===== config.mk =====
export PLATFORM = sky130hd
export DESIGN_NAME = stepper_speed_to_step_pwm
export DESIGN_NICKNAME = d
export VERILOG_FILES = /design/src/rtl/stp_pwm_pkg.sv /design/src/rtl/stp_pwm_front.sv /design/src/rtl/stp_pwm_queue.sv /design/src/rtl/stp_pwm_back.sv /design/src/rtl/stepper_speed_to_step_pwm.sv
export SDC_FILE = /design/constraint.sdc
export NUM_CORES = 2
export LEC_CHECK = 0
export BUFFER_PORTS_ARGS = -buffer_cell sky130_fd_sc_hd__clkbuf_2
export CELL_PAD_IN_SITES_DETAIL_PLACEMENT = 0
export CELL_PAD_IN_SITES_GLOBAL_PLACEMENT = 1
export CORE_MARGIN = 3
export CORE_UTILIZATION = 54
export DETAILED_ROUTE_END_ITERATION = 8
export PLACE_DENSITY_LB_ADDON = 0.1
export SYNTH_ARGS = -nofsm -noshare
export SYNTH_HDL_FRONTEND = slang
export SYNTH_SLANG_ARGS = --single-unit

===== constraint.sdc =====
create_clock -name clk -period 39.1 [get_ports clk]
set_input_delay 3.91 -clock clk [delete_from_list [all_inputs] [get_ports clk]]
set_output_delay 3.91 -clock clk [all_outputs]
set_load 0.01 [all_outputs]

===== src/rtl/stp_pwm_pkg.sv =====
// shared types, constants and speed table for the stepper speed to step pwm block
package stp_pwm_pkg;

  localparam int ROM_ROWS    = 26;
  localparam int TABLE_ROWS  = 26;
  localparam int SEARCH_ROWS = (TABLE_ROWS < ROM_ROWS) ? TABLE_ROWS : ROM_ROWS;

  localparam int NUM_W   = 22;
  localparam int DEN_W   = 8;
  localparam int QUO_W   = 16;
  localparam int SPAN_W  = 7;
  localparam int Q_DEPTH = 4;
  localparam int Q_PTR_W = $clog2(Q_DEPTH);

  localparam logic [9:0]  SPEED_MAX    = 10'd1000;
  localparam logic [8:0]  STOP_DIVIDER = 9'd256;
  localparam logic [15:0] STOP_PERIOD  = 16'hFFFF;

  typedef struct packed {
    logic [9:0]  lo;
    logic [9:0]  hi;
    logic [8:0]  divider;
    logic [15:0] p_lo;
    logic [15:0] p_hi;
  } rom_row_t;

  localparam rom_row_t ROM_TABLE [0:ROM_ROWS-1] = '{
    '{10'd1,   10'd1,    9'd224, 16'd28912, 16'd28912},
    '{10'd2,   10'd2,    9'd112, 16'd28912, 16'd28912},
    '{10'd3,   10'd3,    9'd80,  16'd26984, 16'd26984},
    '{10'd4,   10'd4,    9'd56,  16'd28912, 16'd28912},
    '{10'd5,   10'd6,    9'd40,  16'd32381, 16'd26984},
    '{10'd7,   10'd7,    9'd32,  16'd28912, 16'd28912},
    '{10'd8,   10'd8,    9'd28,  16'd28912, 16'd28912},
    '{10'd9,   10'd9,    9'd24,  16'd29983, 16'd29983},
    '{10'd10,  10'd12,   9'd20,  16'd32381, 16'd26984},
    '{10'd13,  10'd14,   9'd16,  16'd31136, 16'd28912},
    '{10'd15,  10'd16,   9'd14,  16'd30839, 16'd28912},
    '{10'd17,  10'd19,   9'd12,  16'd31746, 16'd28405},
    '{10'd20,  10'd24,   9'd10,  16'd32381, 16'd26984},
    '{10'd25,  10'd32,   9'd8,   16'd32381, 16'd25298},
    '{10'd33,  10'd49,   9'd6,   16'd32708, 16'd22028},
    '{10'd50,  10'd98,   9'd4,   16'd32381, 16'd16521},
    '{10'd99,  10'd197,  9'd2,   16'd32708, 16'd16437},
    '{10'd198, 10'd297,  9'd1,   16'd32708, 16'd21806},
    '{10'd298, 10'd397,  9'd1,   16'd21732, 16'd16313},
    '{10'd398, 10'd497,  9'd1,   16'd16272, 16'd13031},
    '{10'd498, 10'd597,  9'd1,   16'd13005, 16'd10848},
    '{10'd598, 10'd697,  9'd1,   16'd10830, 16'd9292},
    '{10'd698, 10'd797,  9'd1,   16'd9278,  16'd8126},
    '{10'd798, 10'd897,  9'd1,   16'd8116,  16'd7220},
    '{10'd898, 10'd997,  9'd1,   16'd7212,  16'd6496},
    '{10'd998, 10'd1000, 9'd1,   16'd6489,  16'd6476}
  };

  typedef struct packed {
    logic [8:0]        divider;
    logic [15:0]       p_lo;
    logic [15:0]       d;
    logic [SPAN_W-1:0] x;
    logic [SPAN_W-1:0] h;
    logic              direction;
    logic              enable;
  } cmd_t;

  typedef struct packed {
    logic [NUM_W-1:0] rem;
    logic [DEN_W-1:0] den;
    logic [QUO_W-1:0] quo;
    logic [8:0]       divider;
    logic [15:0]      p_lo;
    logic             direction;
    logic             enable;
  } div_t;

endpackage


===== src/rtl/stp_pwm_front.sv =====
// front end: magnitude, clamp and speed table row search
module stp_pwm_front (
  input  logic signed [15:0]  in_speed_command,
  output stp_pwm_pkg::cmd_t   cmd
);

  logic                neg;
  logic [16:0]         mag;
  logic [9:0]          m;
  logic                found;
  stp_pwm_pkg::rom_row_t sel;
  logic [9:0]          x_full;
  logic [9:0]          h_full;

  always_comb begin
    neg   = in_speed_command[15];
    mag   = neg ? (17'h10000 - {1'b0, in_speed_command}) : {1'b0, in_speed_command};
    m     = (mag > {7'd0, stp_pwm_pkg::SPEED_MAX}) ? stp_pwm_pkg::SPEED_MAX : mag[9:0];
    found = 1'b0;
    sel   = '0;
    for (int i = 0; i < stp_pwm_pkg::SEARCH_ROWS; i++) begin
      if (!found && (m != 10'd0) && (stp_pwm_pkg::ROM_TABLE[i].lo <= m) &&
          (m <= stp_pwm_pkg::ROM_TABLE[i].hi)) begin
        found = 1'b1;
        sel   = stp_pwm_pkg::ROM_TABLE[i];
      end
    end
    x_full        = m - sel.lo;
    h_full        = sel.hi - sel.lo;
    cmd.direction = !neg;
    cmd.enable    = found;
    if (found) begin
      cmd.divider = sel.divider;
      cmd.p_lo    = sel.p_lo;
      cmd.d       = sel.p_lo - sel.p_hi;
      cmd.x       = x_full[stp_pwm_pkg::SPAN_W-1:0];
      cmd.h       = h_full[stp_pwm_pkg::SPAN_W-1:0];
    end else begin
      cmd.divider = stp_pwm_pkg::STOP_DIVIDER;
      cmd.p_lo    = stp_pwm_pkg::STOP_PERIOD;
      cmd.d       = '0;
      cmd.x       = '0;
      cmd.h       = '0;
    end
  end

endmodule


===== src/rtl/stp_pwm_queue.sv =====
// small fifo between front end and divider pipeline
module stp_pwm_queue (
  input  logic               clk,
  input  logic               rst_n,
  input  logic               push,
  input  stp_pwm_pkg::cmd_t  push_data,
  output logic               full,
  input  logic               pop,
  output logic               pop_valid,
  output stp_pwm_pkg::cmd_t  pop_data
);

  stp_pwm_pkg::cmd_t                  mem_r [0:stp_pwm_pkg::Q_DEPTH-1];
  logic [stp_pwm_pkg::Q_PTR_W-1:0]    wr_ptr_r, wr_ptr_nxt;
  logic [stp_pwm_pkg::Q_PTR_W-1:0]    rd_ptr_r, rd_ptr_nxt;
  logic [stp_pwm_pkg::Q_PTR_W:0]      count_r, count_nxt;
  logic                               do_push;
  logic                               do_pop;

  always_comb begin
    full       = (count_r == (stp_pwm_pkg::Q_PTR_W + 1)'(stp_pwm_pkg::Q_DEPTH));
    pop_valid  = (count_r != '0);
    pop_data   = mem_r[rd_ptr_r];
    do_push    = push && !full;
    do_pop     = pop && pop_valid;
    wr_ptr_nxt = do_push ? wr_ptr_r + 1'b1 : wr_ptr_r;
    rd_ptr_nxt = do_pop ? rd_ptr_r + 1'b1 : rd_ptr_r;
    count_nxt  = count_r + {{stp_pwm_pkg::Q_PTR_W{1'b0}}, do_push}
                         - {{stp_pwm_pkg::Q_PTR_W{1'b0}}, do_pop};
  end

  always_ff @(posedge clk) begin
    if (!rst_n) begin
      wr_ptr_r <= '0;
      rd_ptr_r <= '0;
      count_r  <= '0;
    end else begin
      wr_ptr_r <= wr_ptr_nxt;
      rd_ptr_r <= rd_ptr_nxt;
      count_r  <= count_nxt;
    end
  end

  always_ff @(posedge clk) begin
    if (do_push) begin
      mem_r[wr_ptr_r] <= push_data;
    end
  end

endmodule


===== src/rtl/stp_pwm_back.sv =====
// back end: interpolation multiply, pipelined rounding divider, output register
module stp_pwm_back (
  input  logic               clk,
  input  logic               rst_n,
  input  logic               q_valid,
  input  stp_pwm_pkg::cmd_t  q_data,
  output logic               q_pop,
  output logic               out_valid,
  input  logic               out_stall,
  output logic [8:0]         out_clock_divider,
  output logic [15:0]        out_period_ticks,
  output logic [14:0]        out_high_ticks,
  output logic               out_direction,
  output logic               out_drive_enable
);

  localparam int NSTG = stp_pwm_pkg::QUO_W;

  stp_pwm_pkg::div_t stg_r   [0:NSTG];
  stp_pwm_pkg::div_t stg0_nxt;
  stp_pwm_pkg::div_t stg_nxt [1:NSTG];
  logic [NSTG:0]     vld_r;
  logic              adv;
  logic [22:0]       prod;
  logic [23:0]       num_full;
  logic [15:0]       period_nxt;
  logic              out_valid_r;
  logic [8:0]        divider_r;
  logic [15:0]       period_r;
  logic [14:0]       high_r;
  logic              direction_r;
  logic              enable_r;

  assign adv   = !out_valid_r || !out_stall;
  assign q_pop = adv;

  // stage 0: numerator 2*d*x + h and denominator 2*h, or numerator 0 over denominator 1 when h is zero
  always_comb begin
    prod     = q_data.d * q_data.x;
    num_full = {prod, 1'b0} + 24'(q_data.h);
    stg0_nxt.quo       = '0;
    stg0_nxt.divider   = q_data.divider;
    stg0_nxt.p_lo      = q_data.p_lo;
    stg0_nxt.direction = q_data.direction;
    stg0_nxt.enable    = q_data.enable;
    if (q_data.h == '0) begin
      stg0_nxt.rem = '0;
      stg0_nxt.den = stp_pwm_pkg::DEN_W'(1);
    end else begin
      stg0_nxt.rem = num_full[stp_pwm_pkg::NUM_W-1:0];
      stg0_nxt.den = {q_data.h, 1'b0};
    end
  end

  // one quotient bit per stage, msb first
  always_comb begin
    for (int k = 1; k <= NSTG; k++) begin
      logic [NSTG+stp_pwm_pkg::NUM_W-1:0] trial;
      trial      = ({{(NSTG+stp_pwm_pkg::NUM_W-stp_pwm_pkg::DEN_W){1'b0}}, stg_r[k-1].den})
                   << (NSTG - k);
      stg_nxt[k] = stg_r[k-1];
      if ({{NSTG{1'b0}}, stg_r[k-1].rem} >= trial) begin
        stg_nxt[k].rem           = stg_r[k-1].rem - trial[stp_pwm_pkg::NUM_W-1:0];
        stg_nxt[k].quo[NSTG - k] = 1'b1;
      end
    end
  end

  assign period_nxt = stg_r[NSTG].p_lo - stg_r[NSTG].quo;

  always_ff @(posedge clk) begin
    if (!rst_n) begin
      vld_r       <= '0;
      out_valid_r <= 1'b0;
    end else if (adv) begin
      vld_r       <= {vld_r[NSTG-1:0], q_valid};
      out_valid_r <= vld_r[NSTG];
    end
  end

  always_ff @(posedge clk) begin
    if (adv) begin
      stg_r[0] <= stg0_nxt;
      for (int k = 1; k <= NSTG; k++) begin
        stg_r[k] <= stg_nxt[k];
      end
      divider_r   <= stg_r[NSTG].divider;
      period_r    <= period_nxt;
      high_r      <= stg_r[NSTG].enable ? period_nxt[15:1] : 15'd0;
      direction_r <= stg_r[NSTG].direction;
      enable_r    <= stg_r[NSTG].enable;
    end
  end

  assign out_valid         = out_valid_r;
  assign out_clock_divider = divider_r;
  assign out_period_ticks  = period_r;
  assign out_high_ticks    = high_r;
  assign out_direction     = direction_r;
  assign out_drive_enable  = enable_r;

endmodule


===== src/rtl/stepper_speed_to_step_pwm.sv =====
// top level: speed command to step pulse generator settings
// an accepted beat passes the queue, stage 0, 16 divider stages and the output register
// throughput: one beat per cycle when not stalled; the divider takes one quotient bit per stage
// a 4-entry queue separates the table lookup from the divider pipeline
// reset (synchronous, rst_n low) clears the queue pointers and count and the pipeline valid bits
// no clearing pass: input is accepted on the first cycle after reset
module stepper_speed_to_step_pwm (
  input  logic               clk,
  input  logic               rst_n,
  input  logic               in_valid,
  output logic               in_stall,
  input  logic signed [15:0] in_speed_command,
  output logic               out_valid,
  input  logic               out_stall,
  output logic [8:0]         out_clock_divider,
  output logic [15:0]        out_period_ticks,
  output logic [14:0]        out_high_ticks,
  output logic               out_direction,
  output logic               out_drive_enable
);

  stp_pwm_pkg::cmd_t front_cmd;
  stp_pwm_pkg::cmd_t q_data;
  logic              q_full;
  logic              q_valid;
  logic              q_pop;

  stp_pwm_front u_front (
    .in_speed_command (in_speed_command),
    .cmd              (front_cmd)
  );

  stp_pwm_queue u_queue (
    .clk       (clk),
    .rst_n     (rst_n),
    .push      (in_valid),
    .push_data (front_cmd),
    .full      (q_full),
    .pop       (q_pop),
    .pop_valid (q_valid),
    .pop_data  (q_data)
  );

  stp_pwm_back u_back (
    .clk               (clk),
    .rst_n             (rst_n),
    .q_valid           (q_valid),
    .q_data            (q_data),
    .q_pop             (q_pop),
    .out_valid         (out_valid),
    .out_stall         (out_stall),
    .out_clock_divider (out_clock_divider),
    .out_period_ticks  (out_period_ticks),
    .out_high_ticks    (out_high_ticks),
    .out_direction     (out_direction),
    .out_drive_enable  (out_drive_enable)
  );

  assign in_stall = q_full;

endmodule


==> run summary <==
CP most frequent cell = nand2_1
Worst R2R Setup Slack = 31080 ps
share of layout cells above drive strength 1 = 0.09932
ys async rst share = 0
Hold Violations, Final = 0
r2r worst-path depth = 22
placement row count = 120
CTS tree = built
Worst-Skew Late Latency = 740 ps
Yosys warning total = 0
vias in the first global route = 31.23k
area of the multi-input gates = 17760 um^2
GR peak layer = met2
DR vias = 31.67k
area of the die = 113300 um^2
H-tree depth = 4
GRT Overall Usage = 0.2092
Clock Tree Root = clkbuf_16
initial antenna violation count = 1
CP max stage delay = 760 ps
Slew HR = 0.2010
fmax = 0.09231 GHz
Final Skew = 38.58 ps
placed cell area = 61000 um^2
syn avg cell area = 14.66 um^2
FF+latch count, synth = 1335
Worst Setup Start Kind = input pin
# DRC = 0
Synth area leader = edfxtp_1
Overflow after GRT = 0
Sequential Area = 39820 um^2
Core ar. = 107800 um^2
top_reg_cell synth = edfxtp_1
final setup vio count = 0
Layout Nets = 4494
synthesized area = 59020 um^2
Cells after Synth = 4025
capturing element type of the critical path = flop
DR pass1 iterations = 5
required time of the critical path = 39540 ps
Hold Crit Class = flop to flop
setup TNS = 0 ps
Yosys cell types = 103
CTS max path bufs = 3
first-pass GRT wire length = 181300 um
HP Start = u_back.stg_r[14][35]
Hold Path End = u_back.stg_r[15][35]
# Post-CTS Setup Buffers = 0
Worst Path Buf+Inv = 2
Tcrit/Tclk final = 0.2771
Antenna Cells = 0
most common cell after layout, fill and taps aside = edfxtp_1
Post-DP HPWL = 82050 um
antenna violation net count after detailed routing = 0
Final Max Slew Viols = 0
Die Y = 336.6 um
fillcell total = 8166
Worst Hold Depth = 0
outcome = finished clean
worst r2r dst = u_back.stg_r[0][72]
Area contributors post-synth = edfxtp_1 (67%), ha_1 (4.6%), fa_1 (3.0%)
Initial Utilization = 0.5475
CP Class = input pin to flop
Final Critical Period = 10830 ps
cts repair resizes = 0
most frequent cells in the layout = edfxtp_1 (1308), inv_1 (293), nand2_1 (260)
met1 GRT Util = 0.2972
crit path DAT = 11270 ps
Clock Pin Slew Worst Setup and Hold Paths = 60 ps
Vias/cell = 5.573
total wire length = 116300 um
CP max-delay cell = ha_1
CTS Sinks = 1335
Slew @ Worst Pin = 1189 ps
crit path cell chain = clkbuf_2, inv_1, ha_1, nor2b_1, nand4_1, nor4_2, o21ai_1, o221a_2, and2_1, o21ai_0, nand2_1, nor3_1, nand2_1, nor4b_1, ha_1, nand2_1, nor2_1, and4_1, mux2i_1, a31oi_1, a211o_2, a31oi_1, xor2_1, nor2_1
Placer Congestion = 0.8771
critical path fanouts, max = 25
initial DRC count = 2221
RSZ-0062 raised after global routing = false
M2 GR Usage = 0.3337
grt met3 use = 0.03529
design area = 65560 um^2
I/O pins = 64
number of flops mapped to enable cells by yosys = 1308
CTS Hold Buffers Added = 0
syn nets = 4350
largest net degree at the start of global routing = 201
CTS buffer count = 138
Max Cap Viol = 0
Port Buf Inserts = 63
area grow syn2layout = 11.09%
CP top delay family = simple AND/OR/NAND/NOR gates
register area share after synthesis = 0.6747
share of Yosys cell area claimed by the top area cell type = 0.6655
Die X = 336.6 um
WL/cell = 20.46 um
-- per-stage QoR --
step                hold slack [ps]  utilization  worst slack, ps  std cells
global route                  403.7       0.6082            27760       5682
detailed placement            404.5       0.5659            27700       5432
CTS                           392.8       0.6082            28440       5682
global placement              400.2       0.5659            27840       5432
finish                        401.1       0.6082            28270       5682
floorplan                     400.3            -             3621       4025
-- Yosys cell counts (all sizes together) (64+ instances only) --
cell type     n
xor2         87
a21o         98
nand3        66
xnor2       146
nor4         64
ha          216
a21oi       161
o21ai       124
nand2b       72
and2         65
nor2b        75
inv         295
nor2        256
nor3         82
edfxtp     1308
fa           89
nand2       261
-- area by class of cell --
class | count | area share
Timing Repair Buffer | 91 | 0.008397
Tap cell | 1403 | 0.02678
Sequential cell | 1335 | 0.6074
Clock inverter | 86 | 0.01536
Clock buffer | 164 | 0.05416
Multi-Input combinational cell | 2307 | 0.2708
Inverter | 296 | 0.01706
-- registers in the layout, summed over array words and instances (netlist names), named ones only --
| signal | flops |
|---|---|
| u_back.stg_r | 1042 |
| u_queue.mem_r | 224 |
| u_back.vld_r | 17 |
| u_back.out_period_ticks | 16 |
| u_back.out_high_ticks | 15 |
| u_back.out_clock_divider | 9 |
| u_queue.count_r | 3 |
| u_queue.rd_ptr_r | 2 |
| u_queue.wr_ptr_r | 2 |
| u_back.out_direction | 1 |
| u_back.out_drive_enable | 1 |
| u_back.out_valid | 1 |
-- logic make-up (layout without fill, tap and decap cells) --
logic type                 count (synthesis)  count (layout)  synth area share
adders and majority gates                305             305           0.07598
buffers and inverters                    383             637           0.02476
AOI/OAI and AO/OA                        551             551           0.06108
xor gates and xnor gates                 233             233           0.03471
and+or+nand+nor                         1125            1125           0.09956
muxes                                     93              93           0.02924
DFF                                     1335            1335            0.6747
-- worst register-to-register path: stages, from the launching register on --
cell	delay [ps]
dfxtp_4	620
buf_4	730
mux4_2	720
and2_1	210
fa_1	500
inv_1	50
fa_1	470
fa_1	560
inv_1	60
fa_1	480
ha_1	330
a21boi_0	510
o21ai_0	180
and2_1	220
nor3_1	170
a31oi_1	80
nor4b_1	480
nand4_1	240
nor3_1	320
and3_1	310
nand4_1	120
or4_1	430
nand2_1	90
-- layer usage --
| metal | wire, um | vias up |
|---|---|---|
| met5 | 0 | - |
| met4 | 3117 | 0 |
| met3 | 4943 | 190 |
| met2 | 54750 | 618 |
| met1 | 53460 | 15600 |
| li1 | - | 15260 |
-- worst max-delay path by stage --
| stage | from | end | cells after the start |
|---|---|---|---|
| 6_report | in_speed_command[0] | u_queue.mem_r[3][29] | 24 |
| 4_1_cts | in_speed_command[0] | u_queue.mem_r[3][29] | 24 |
| 5_1_grt | in_speed_command[0] | u_queue.mem_r[1][30] | 22 |
| 3_3_place_gp | in_speed_command[0] | u_queue.mem_r[0][29] | 23 |
| 3_5_place_dp | in_speed_command[0] | u_queue.mem_r[0][29] | 24 |
| 2_1_floorplan | out_stall | u_back.out_clock_divider[0] | 4 |
Power is not shown: default switching activity piles up to over one toggle a cycle in this logic, so the estimate is an artifact.
